--- config.mk ---
export PLATFORM = sky130hd
export DESIGN_NAME = at_response_hex_payload_decoder_top
export DESIGN_NICKNAME = d
export VERILOG_FILES = /design/src/rtl/atr_pkg.sv /design/src/rtl/atr_parse.sv /design/src/rtl/at_response_hex_payload_decoder_top.sv
export SDC_FILE = /design/constraint.sdc
export NUM_CORES = 1
export LEC_CHECK = 0
export ABC_CLOCK_PERIOD_IN_PS = 10800
export BUFFER_PORTS_ARGS = -buffer_cell sky130_fd_sc_hd__buf_4
export CAP_MARGIN = 40
export CELL_PAD_IN_SITES_DETAIL_PLACEMENT = 1
export CELL_PAD_IN_SITES_GLOBAL_PLACEMENT = 2
export CORE_MARGIN = 5
export CORE_UTILIZATION = 35
export DETAILED_ROUTE_END_ITERATION = 10
export PLACE_DENSITY_LB_ADDON = 0.1
export SKIP_CTS_REPAIR_TIMING = 1
export SYNTH_ARGS = -nofsm -noshare
export SYNTH_HDL_FRONTEND = slang
export SYNTH_SLANG_ARGS = --single-unit
--- constraint.sdc ---
create_clock -name i_clk -period 10.8 [get_ports i_clk]
set_input_delay 2.16 -clock i_clk [delete_from_list [all_inputs] [get_ports i_clk]]
set_output_delay 2.16 -clock i_clk [all_outputs]
set_load 0.05 [all_outputs]
--- src/rtl/atr_pkg.sv ---
// Shared constants, types and character helpers for the AT response hex payload decoder.
`default_nettype none

package atr_pkg;

    // Largest payload length the decoder accepts; longer declared lengths saturate.
    localparam int unsigned MaxContentBytes = 255;
    localparam int unsigned LenW            = $clog2(MaxContentBytes + 1);

    // Character and field widths.
    localparam int unsigned CharW   = 8;
    localparam int unsigned NibbleW = 4;
    localparam int unsigned CommaW  = 3;

    // Parse phases.
    localparam logic [1:0] PhHeader  = 2'd0;
    localparam logic [1:0] PhPayload = 2'd1;
    localparam logic [1:0] PhDone    = 2'd2;

    // Header layout: the length is the fourth comma-separated field.
    localparam logic [CharW-1:0]  FieldSep     = 8'h2C;
    localparam logic [CommaW-1:0] LengthField  = 3'd3;
    localparam logic [CommaW-1:0] HeaderFields = 3'd4;

    // One decoded result item.
    typedef struct packed {
        logic             capped;
        logic             last;
        logic             has_data;
        logic [CharW-1:0] data;
    } t_result;

    // True for an ASCII decimal digit.
    function automatic logic is_digit(input logic [CharW-1:0] c);
        return (c inside {[8'h30 : 8'h39]});
    endfunction

    // Hex value of an ASCII character; anything that is not a hex digit reads as zero.
    function automatic logic [NibbleW-1:0] nibble_of(input logic [CharW-1:0] c);
        logic [NibbleW-1:0] v;
        v = '0;
        if (c inside {[8'h30 : 8'h39]}) begin
            v = c[NibbleW-1:0];
        end else if (c inside {[8'h41 : 8'h46], [8'h61 : 8'h66]}) begin
            v = c[NibbleW-1:0] + 4'd9;
        end
        return v;
    endfunction

endpackage

`default_nettype wire

--- src/rtl/atr_parse.sv ---
// Parse state and per-character update: header commas, length digits and hex byte assembly.
`default_nettype none

module atr_parse
    import atr_pkg::*;
(
    input  wire logic             i_clk,
    input  wire logic             i_rst_n,
    input  wire logic             i_fire,
    input  wire logic [CharW-1:0] i_char,
    input  wire logic             i_start,
    output logic                  o_res_valid,
    output t_result               o_res
);

    logic [1:0]         r_phase,   n_phase;
    logic [CommaW-1:0]  r_commas,  n_commas;
    logic [LenW-1:0]    r_len,     n_len;
    logic               r_ended,   n_ended;
    logic               r_capped,  n_capped;
    logic [LenW-1:0]    r_remain,  n_remain;
    logic [NibbleW-1:0] r_hi,      n_hi;
    logic               r_pending, n_pending;

    // State as seen by this character: a start flag clears it first.
    logic [1:0]         c_phase;
    logic [CommaW-1:0]  c_commas;
    logic [LenW-1:0]    c_len;
    logic               c_ended;
    logic               c_capped;
    logic [LenW-1:0]    c_remain;
    logic [NibbleW-1:0] c_hi;
    logic               c_pending;

    logic [CommaW-1:0]  commas_inc;
    logic [LenW+3:0]    len_next;
    logic [LenW-1:0]    remain_dec;

    assign c_phase   = i_start ? PhHeader : r_phase;
    assign c_commas  = i_start ? '0 : r_commas;
    assign c_len     = i_start ? '0 : r_len;
    assign c_ended   = i_start ? 1'b0 : r_ended;
    assign c_capped  = i_start ? 1'b0 : r_capped;
    assign c_remain  = i_start ? '0 : r_remain;
    assign c_hi      = i_start ? '0 : r_hi;
    assign c_pending = i_start ? 1'b0 : r_pending;

    assign commas_inc = c_commas + 1'b1;
    assign len_next   = {4'd0, c_len} * (LenW+4)'(10)
                        + (LenW+4)'(i_char - 8'h30);
    assign remain_dec = (c_remain != '0) ? c_remain - 1'b1 : c_remain;

    // Next-state logic for one character.
    always_comb begin
        n_phase     = c_phase;
        n_commas    = c_commas;
        n_len       = c_len;
        n_ended     = c_ended;
        n_capped    = c_capped;
        n_remain    = c_remain;
        n_hi        = c_hi;
        n_pending   = c_pending;
        o_res_valid = 1'b0;
        o_res       = '{capped: c_capped, last: 1'b0, has_data: 1'b0, data: '0};
        case (c_phase)
            PhHeader: begin
                if (i_char == FieldSep) begin
                    n_commas = commas_inc;
                    if (commas_inc >= HeaderFields) begin
                        if (c_len == '0) begin
                            n_phase     = PhDone;
                            o_res_valid = 1'b1;
                            o_res.last  = 1'b1;
                        end else begin
                            n_remain  = c_len;
                            n_pending = 1'b0;
                            n_phase   = PhPayload;
                        end
                    end
                end else if (c_commas == LengthField && !c_ended) begin
                    if (is_digit(i_char)) begin
                        if (len_next > (LenW+4)'(MaxContentBytes)) begin
                            n_len    = LenW'(MaxContentBytes);
                            n_capped = 1'b1;
                        end else begin
                            n_len = len_next[LenW-1:0];
                        end
                    end else begin
                        n_ended = 1'b1;
                    end
                end
            end
            PhPayload: begin
                if (!c_pending) begin
                    n_hi      = nibble_of(i_char);
                    n_pending = 1'b1;
                end else begin
                    n_pending      = 1'b0;
                    n_hi           = '0;
                    n_remain       = remain_dec;
                    o_res_valid    = 1'b1;
                    o_res.has_data = 1'b1;
                    o_res.data     = {c_hi, nibble_of(i_char)};
                    o_res.last     = (remain_dec == '0);
                    if (remain_dec == '0) begin
                        n_phase = PhDone;
                    end
                end
            end
            default: begin
                // Done phase and the unused code ignore characters.
            end
        endcase
    end

    // State registers advance only when a character is processed.
    always_ff @(posedge i_clk) begin
        if (!i_rst_n) begin
            r_phase   <= PhHeader;
            r_commas  <= '0;
            r_len     <= '0;
            r_ended   <= 1'b0;
            r_capped  <= 1'b0;
            r_remain  <= '0;
            r_hi      <= '0;
            r_pending <= 1'b0;
        end else if (i_fire) begin
            r_phase   <= n_phase;
            r_commas  <= n_commas;
            r_len     <= n_len;
            r_ended   <= n_ended;
            r_capped  <= n_capped;
            r_remain  <= n_remain;
            r_hi      <= n_hi;
            r_pending <= n_pending;
        end
    end

endmodule

`default_nettype wire

--- src/rtl/at_response_hex_payload_decoder_top.sv ---
// Path: an accepted input item waits in the input register and is parsed into the result
// register once that register is free or being drained.
// Throughput: one character per cycle while the output side takes results; the input and
// output registers let a new item enter while a finished result still waits.
// Reset: synchronous, active low; clears both valid flags and the parse state to the header
// phase with no commas, zero length and no pending nibble.
`default_nettype none

module at_response_hex_payload_decoder_top
    import atr_pkg::*;
(
    input  wire logic             i_clk,
    input  wire logic             i_rst_n,
    input  wire logic             i_s_axis_tvalid,
    output logic                  o_s_axis_tready,
    input  wire logic [CharW-1:0] i_s_axis_tdata,   // [7:0] char_in
    input  wire logic [0:0]       i_s_axis_tuser,   // [0] start_of_response
    output logic                  o_m_axis_tvalid,
    input  wire logic             i_m_axis_tready,
    output logic [CharW-1:0]      o_m_axis_tdata,   // [7:0] data_byte
    output logic [1:0]            o_m_axis_tuser,   // [0] has_data, [1] length_capped
    output logic                  o_m_axis_tlast    // is_last
);

    logic             r_in_valid;
    logic [CharW-1:0] r_in_char;
    logic             r_in_start;
    logic             r_out_valid;
    t_result          r_out;

    logic    proc_fire;
    logic    res_valid;
    t_result res;

    // The held item is processed when the output register is free or being drained.
    assign proc_fire       = r_in_valid && (!r_out_valid || i_m_axis_tready);
    assign o_s_axis_tready = !r_in_valid || proc_fire;

    // Input register.
    always_ff @(posedge i_clk) begin
        if (!i_rst_n) begin
            r_in_valid <= 1'b0;
        end else if (o_s_axis_tready) begin
            r_in_valid <= i_s_axis_tvalid;
        end
    end

    always_ff @(posedge i_clk) begin
        if (o_s_axis_tready && i_s_axis_tvalid) begin
            r_in_char  <= i_s_axis_tdata;
            r_in_start <= i_s_axis_tuser[0];
        end
    end

    atr_parse u_parse (
        .i_clk       (i_clk),
        .i_rst_n     (i_rst_n),
        .i_fire      (proc_fire),
        .i_char      (r_in_char),
        .i_start     (r_in_start),
        .o_res_valid (res_valid),
        .o_res       (res)
    );

    // Result register.
    always_ff @(posedge i_clk) begin
        if (!i_rst_n) begin
            r_out_valid <= 1'b0;
        end else if (proc_fire) begin
            r_out_valid <= res_valid;
        end else if (i_m_axis_tready) begin
            r_out_valid <= 1'b0;
        end
    end

    always_ff @(posedge i_clk) begin
        if (proc_fire && res_valid) begin
            r_out <= res;
        end
    end

    assign o_m_axis_tvalid = r_out_valid;
    assign o_m_axis_tdata  = r_out.data;
    assign o_m_axis_tuser  = {r_out.capped, r_out.has_data};
    assign o_m_axis_tlast  = r_out.last;

endmodule

`default_nettype wire

=== After elaboration in Yosys (flattened, before gate mapping) ===
Cells that the tools add are included.
Widths: inputs -> output; s select.

* Register bits: 50
* Bits in latches: 0
* RAM bits: 0
* Bits in read-only memories: 0
* Bits of input ports: 13
* Output and inout port bits: 13
* Logic and storage cells: 106
* Memories kept: 0

* Add/subtract/negate cells: 5
* Multipliers: 1
* Div/mod/pow operators: 0
* $lt $le $gt $ge: 8
* Equality and inequality tests: 3
* Shifts and indexed selects: 0
* Mux-type cells: 54
* Bitwise logic cells: 0
* Reductions and logical operators: 19

{| class="wikitable"
|+ Operators with widths
! kind !! number
|-
| $mux 8 || 12
|-
| $mux 1 || 22
|-
| $mux 4 || 5
|-
| $ge 8x7->1 const B || 2
|-
| $le 8x7->1 const B || 2
|-
| $logic_not 8->1 || 2
|-
| $pmux 8 s2 || 1
|-
| $add 12x12->12 || 1
|-
| $gt 12x8->1 const B || 1
|-
| $mux 2 || 6
|-
| $mul 8x3->11 const B || 1
|-
| $mux 10 || 1
|-
| $mux 3 || 3
|-
| $sub 8x6->9 const B || 1
|-
| $eq 8x6->1 const B || 1
|-
| $ge 8x6->1 const B || 1
|-
| $le 8x6->1 const B || 1
|-
| $reduce_bool 8->1 || 1
|-
| $sub 8x1->8 const B || 1
|-
| $logic_and 1x1->1 || 7
|-
| $pmux 1 s2 || 3
|-
| $add 4x4->4 const B || 1
|-
| $pmux 2 s2 || 1
|-
| $reduce_bool 2->1 || 2
|-
| 8 further kinds || 11
|}

=== Longest topological paths before layout ===
* Word-level depth: 9
* Mapped depth: 21
* Mapped depth without buffers: 16

=== By module ===
Synthesis repeated with hierarchy kept, for this count alone.

* Cell total of the unflattened synthesis: 441
* Area, all modules: 3757.4 um2

{| class="wikitable"
|+ Modules (own cells, without submodules)
! module !! instances !! cells each !! area an instance (um2) !! seq. area each (um2)
|-
| atr_parse || 1 || 408 || 3044.2 || 560.5
|-
| at_response_hex_payload_decoder_top || 1 || 33 || 713.2 || 640.6
|}

=== Least setup slack after synthesis ===
No wires, ideal clock.

* Path type: input-to-output
* Start: in i_m_axis_tready
* End: out o_s_axis_tready
* Arrival: 2.638 ns
* Path slack: 6.002 ns
* Cell stages on the path: 2
* Buffers on the path: 0
* Path through: nor2b_1 > nand2_1

* Longest elaborated chain between the ends: 3

{| class="wikitable"
|+ Ends and longest elaborated chain
! element !! RTL line !! source
|-
| start: declaration || at_response_hex_payload_decoder_top.sv:19 || <nowiki>input wire logic i_m_axis_tready,</nowiki>
|-
| $logic_or 1x1->1 || at_response_hex_payload_decoder_top.sv:36 || <nowiki>assign proc_fire = r_in_valid && (!r_out_valid || i_m_axis_tready);</nowiki>
|-
| $logic_and 1x1->1 || at_response_hex_payload_decoder_top.sv:36 ||
|-
| $logic_or 1x1->1 || at_response_hex_payload_decoder_top.sv:37 || <nowiki>assign o_s_axis_tready = !r_in_valid || proc_fire;</nowiki>
|-
| end: declaration || at_response_hex_payload_decoder_top.sv:15 || <nowiki>output logic o_s_axis_tready,</nowiki>
|}

Every way passes these cells.

=== Worst setup path after layout ===
Same ends and word-level chain as after synthesis.

==> metrics.txt <==
Post-synth top cells=a21oi_1, nand2_1, nor2_1; CP cell instances=buf_4 > nor2b_1 > nand2_1 > buf_4; drt wl/cell=18.0 um; Max Buffers Root-to-Sink=2; Final Max Tran Viols=0; clk_lat worst skew=0.32 ns; # port buffers=25; Clock Tree Root=clkbuf_8; Post-Synthesis Cells=448; status=completed; gpl congestion=0.815; Peak VDD IR=0.0000773 V; kind of critical path=in2out; # setup viols final=0; crit path max-delay cell type=buf_4; fraction of layout cells with a size suffix above 1=12.4%; Setup Skew=0.0155 ns; total of max-cap violations=0; Core Rows=38; Pleak=1.73 nW; syn_area_per_cell=8.61 um^2; cts bufs inserted=5; Pre-Repair DR Iteration Count=4; critical path required time=8.64 ns; first-pass GRT wire length=17,800 um; largest net degree at the start of global routing=38; I/O Pins=26; Final Util=38.9%; Synth async-reset ratio=0%; Buf+Inv Stages, Crit Path=2; via/cell ratio=5.63; fin crit period=4.91 ns; final hold vios=0; Synth Flop Type=dfxtp_1; Layout area overhead=9.18%; DRC=0; CP delay by family, top=buffers and inverters; nets=502; total core area=10,800 um^2; Seq cells post-synth=50; hpwl dp=8300 um; Synth Warn #=0; initial DRC count=122; setup tns final=0 ns; syn nets=493; CTS sink cnt=50; slew margin rel.=40.9%; dominant cell type by area after synthesis=dfxtp_1; initial antenna violation count=0; slowest stage delay, CP=0.19 ns; H-tree Lvls=2; die outline area=13,200 um^2; Routed Antenna Nets=0; synthesized area=3860 um^2; RSZ-0062 raised after global routing=no; Via Count=3,366; crit share post-route=45.4%; startpoint types=primary input; Worst-path clk slew=0.11 ns; Post-synth EDFFs=20; Die W=115 um; antenna cells=0; vias in the first global route=3,508; post-synth top area share=15.6%; Die Span Y=115 um; TritonCTS clock tree=built; Total Wirelength=10,800 um; largest cells by area after synthesis=dfxtp_1, edfxtp_1, ha_1; initial core utilization=35.6%; Worst Tran Pin Value=0.885 ns; Tot GR Track Use=16.7%; worst min path class=reg2reg; GRT overflow=0; crit path max fanout=3; Seq/Total Area, Yosys=31.1%; cell mode on critical path=buf_4; crit end category=primary output; top-count cell post-synth=a21oi_1; Worst EP arrival=2.75 ns; PD cells=90.4 nW/um^2; Unique masters post-synth=69; Fmax achieved=0.204 GHz
[tightest hold or removal path: stages (launching register included)]
cell,delay (ns)
dfxtp_1,0.34
nand2_1,0.04
o21ai_0,0.05
[routing by layer]
metal  global-route usage [%]  share of wire, %
met2                     28.3                48
met4                     2.82              0.69
met1                     22.7                49
met3                     2.68               2.3
met5                        0                 0
[final cells by class]
class                           count  area (um^2)
Multi-Input combinational cell    357         2480
Timing Repair Buffer               26          195
Sequential cell                    50         1200
Tap cell                          140          175
Fill cell                        1270         6630
Inverter                           17         63.8
Clock buffer                        5         68.8
Clock inverter                      3         27.5
[power breakdown]
part           switching (mW)  total [mW]  internal (mW)
combinational          0.0345      0.0546         0.0201
clock                  0.0721       0.120         0.0482
sequential            0.00678       0.206          0.199
[stage by stage]
step,total power [mW],setup slack [ns],instances,hold slack (ns),cell area (um^2)
floorplan,0.248,6.00,448,0.417,3860
global placement,0.264,5.92,590,0.436,4120
detailed placement,0.265,5.90,590,0.440,4120
CTS,0.385,5.90,598,0.467,4210
global route,0.400,5.85,598,0.480,4210
finish,0.381,5.89,598,0.461,4210
[kinds of logic (layout without fill, tap and decap cells)]
kind of cell	Yosys count	count (layout)	synth area share, %
compound gates	142	142	25.2
xor+xnor	20	20	4.54
fa+ha+maj	32	32	10.6
buf+inv	41	51	4.57
flops	50	50	31.1
mux	4	4	1.14
simple gates	159	159	22.8
[registers in the layout, indices dropped and copies added (netlist names), 2 cells and up]
| register | flops |
|---|---|
| u_parse.r_commas | 3 |
| r_in_char | 8 |
| o_m_axis_tdata | 8 |
| u_parse.r_phase | 2 |
| u_parse.r_len | 8 |
| u_parse.r_remain | 8 |
| u_parse.r_hi | 4 |
| o_m_axis_tuser | 2 |
[cells in the final DEF, fill, tap and decap left out, types with 3 or more instances in the layout]
master / n
a21oi_1: 45
nand2_1: 37
nor2_1: 35
ha_1: 31
dfxtp_1: 30
buf_4: 26
o21ai_0: 23
edfxtp_1: 20
inv_1: 17
xnor2_1: 13
nor3_1: 11
nor2b_1: 11
and2_1: 10
and3_1: 8
nand3_1: 8
a21o_1: 8
a211oi_2: 8
xor2_1: 7
nor3b_1: 6
o211ai_1: 5
o21a_1: 5
clkbuf_8: 5
or3_1: 4
nand4_1: 4
a2bb2oi_1: 4
or4_1: 4
o21ai_1: 4
a22oi_1: 3
nor4_1: 3
a21boi_0: 3
a22o_1: 3
mux2i_1: 3
a211oi_1: 3
a211o_1: 3
[path summary, 6_finish.rpt]
kind	startpoint	endpoint	slack (ns)	cells after the start
min reg2reg	u_parse.r_hi[0]	u_parse.r_hi[0]	0.46	2
max reg2reg	r_in_start	u_parse.r_len[2]	6.39	17
max	i_m_axis_tready	o_s_axis_tready	5.89	4
min	u_parse.r_hi[0]	u_parse.r_hi[0]	0.46	2
No activity file was read; power rests on OpenSTA's default activity.
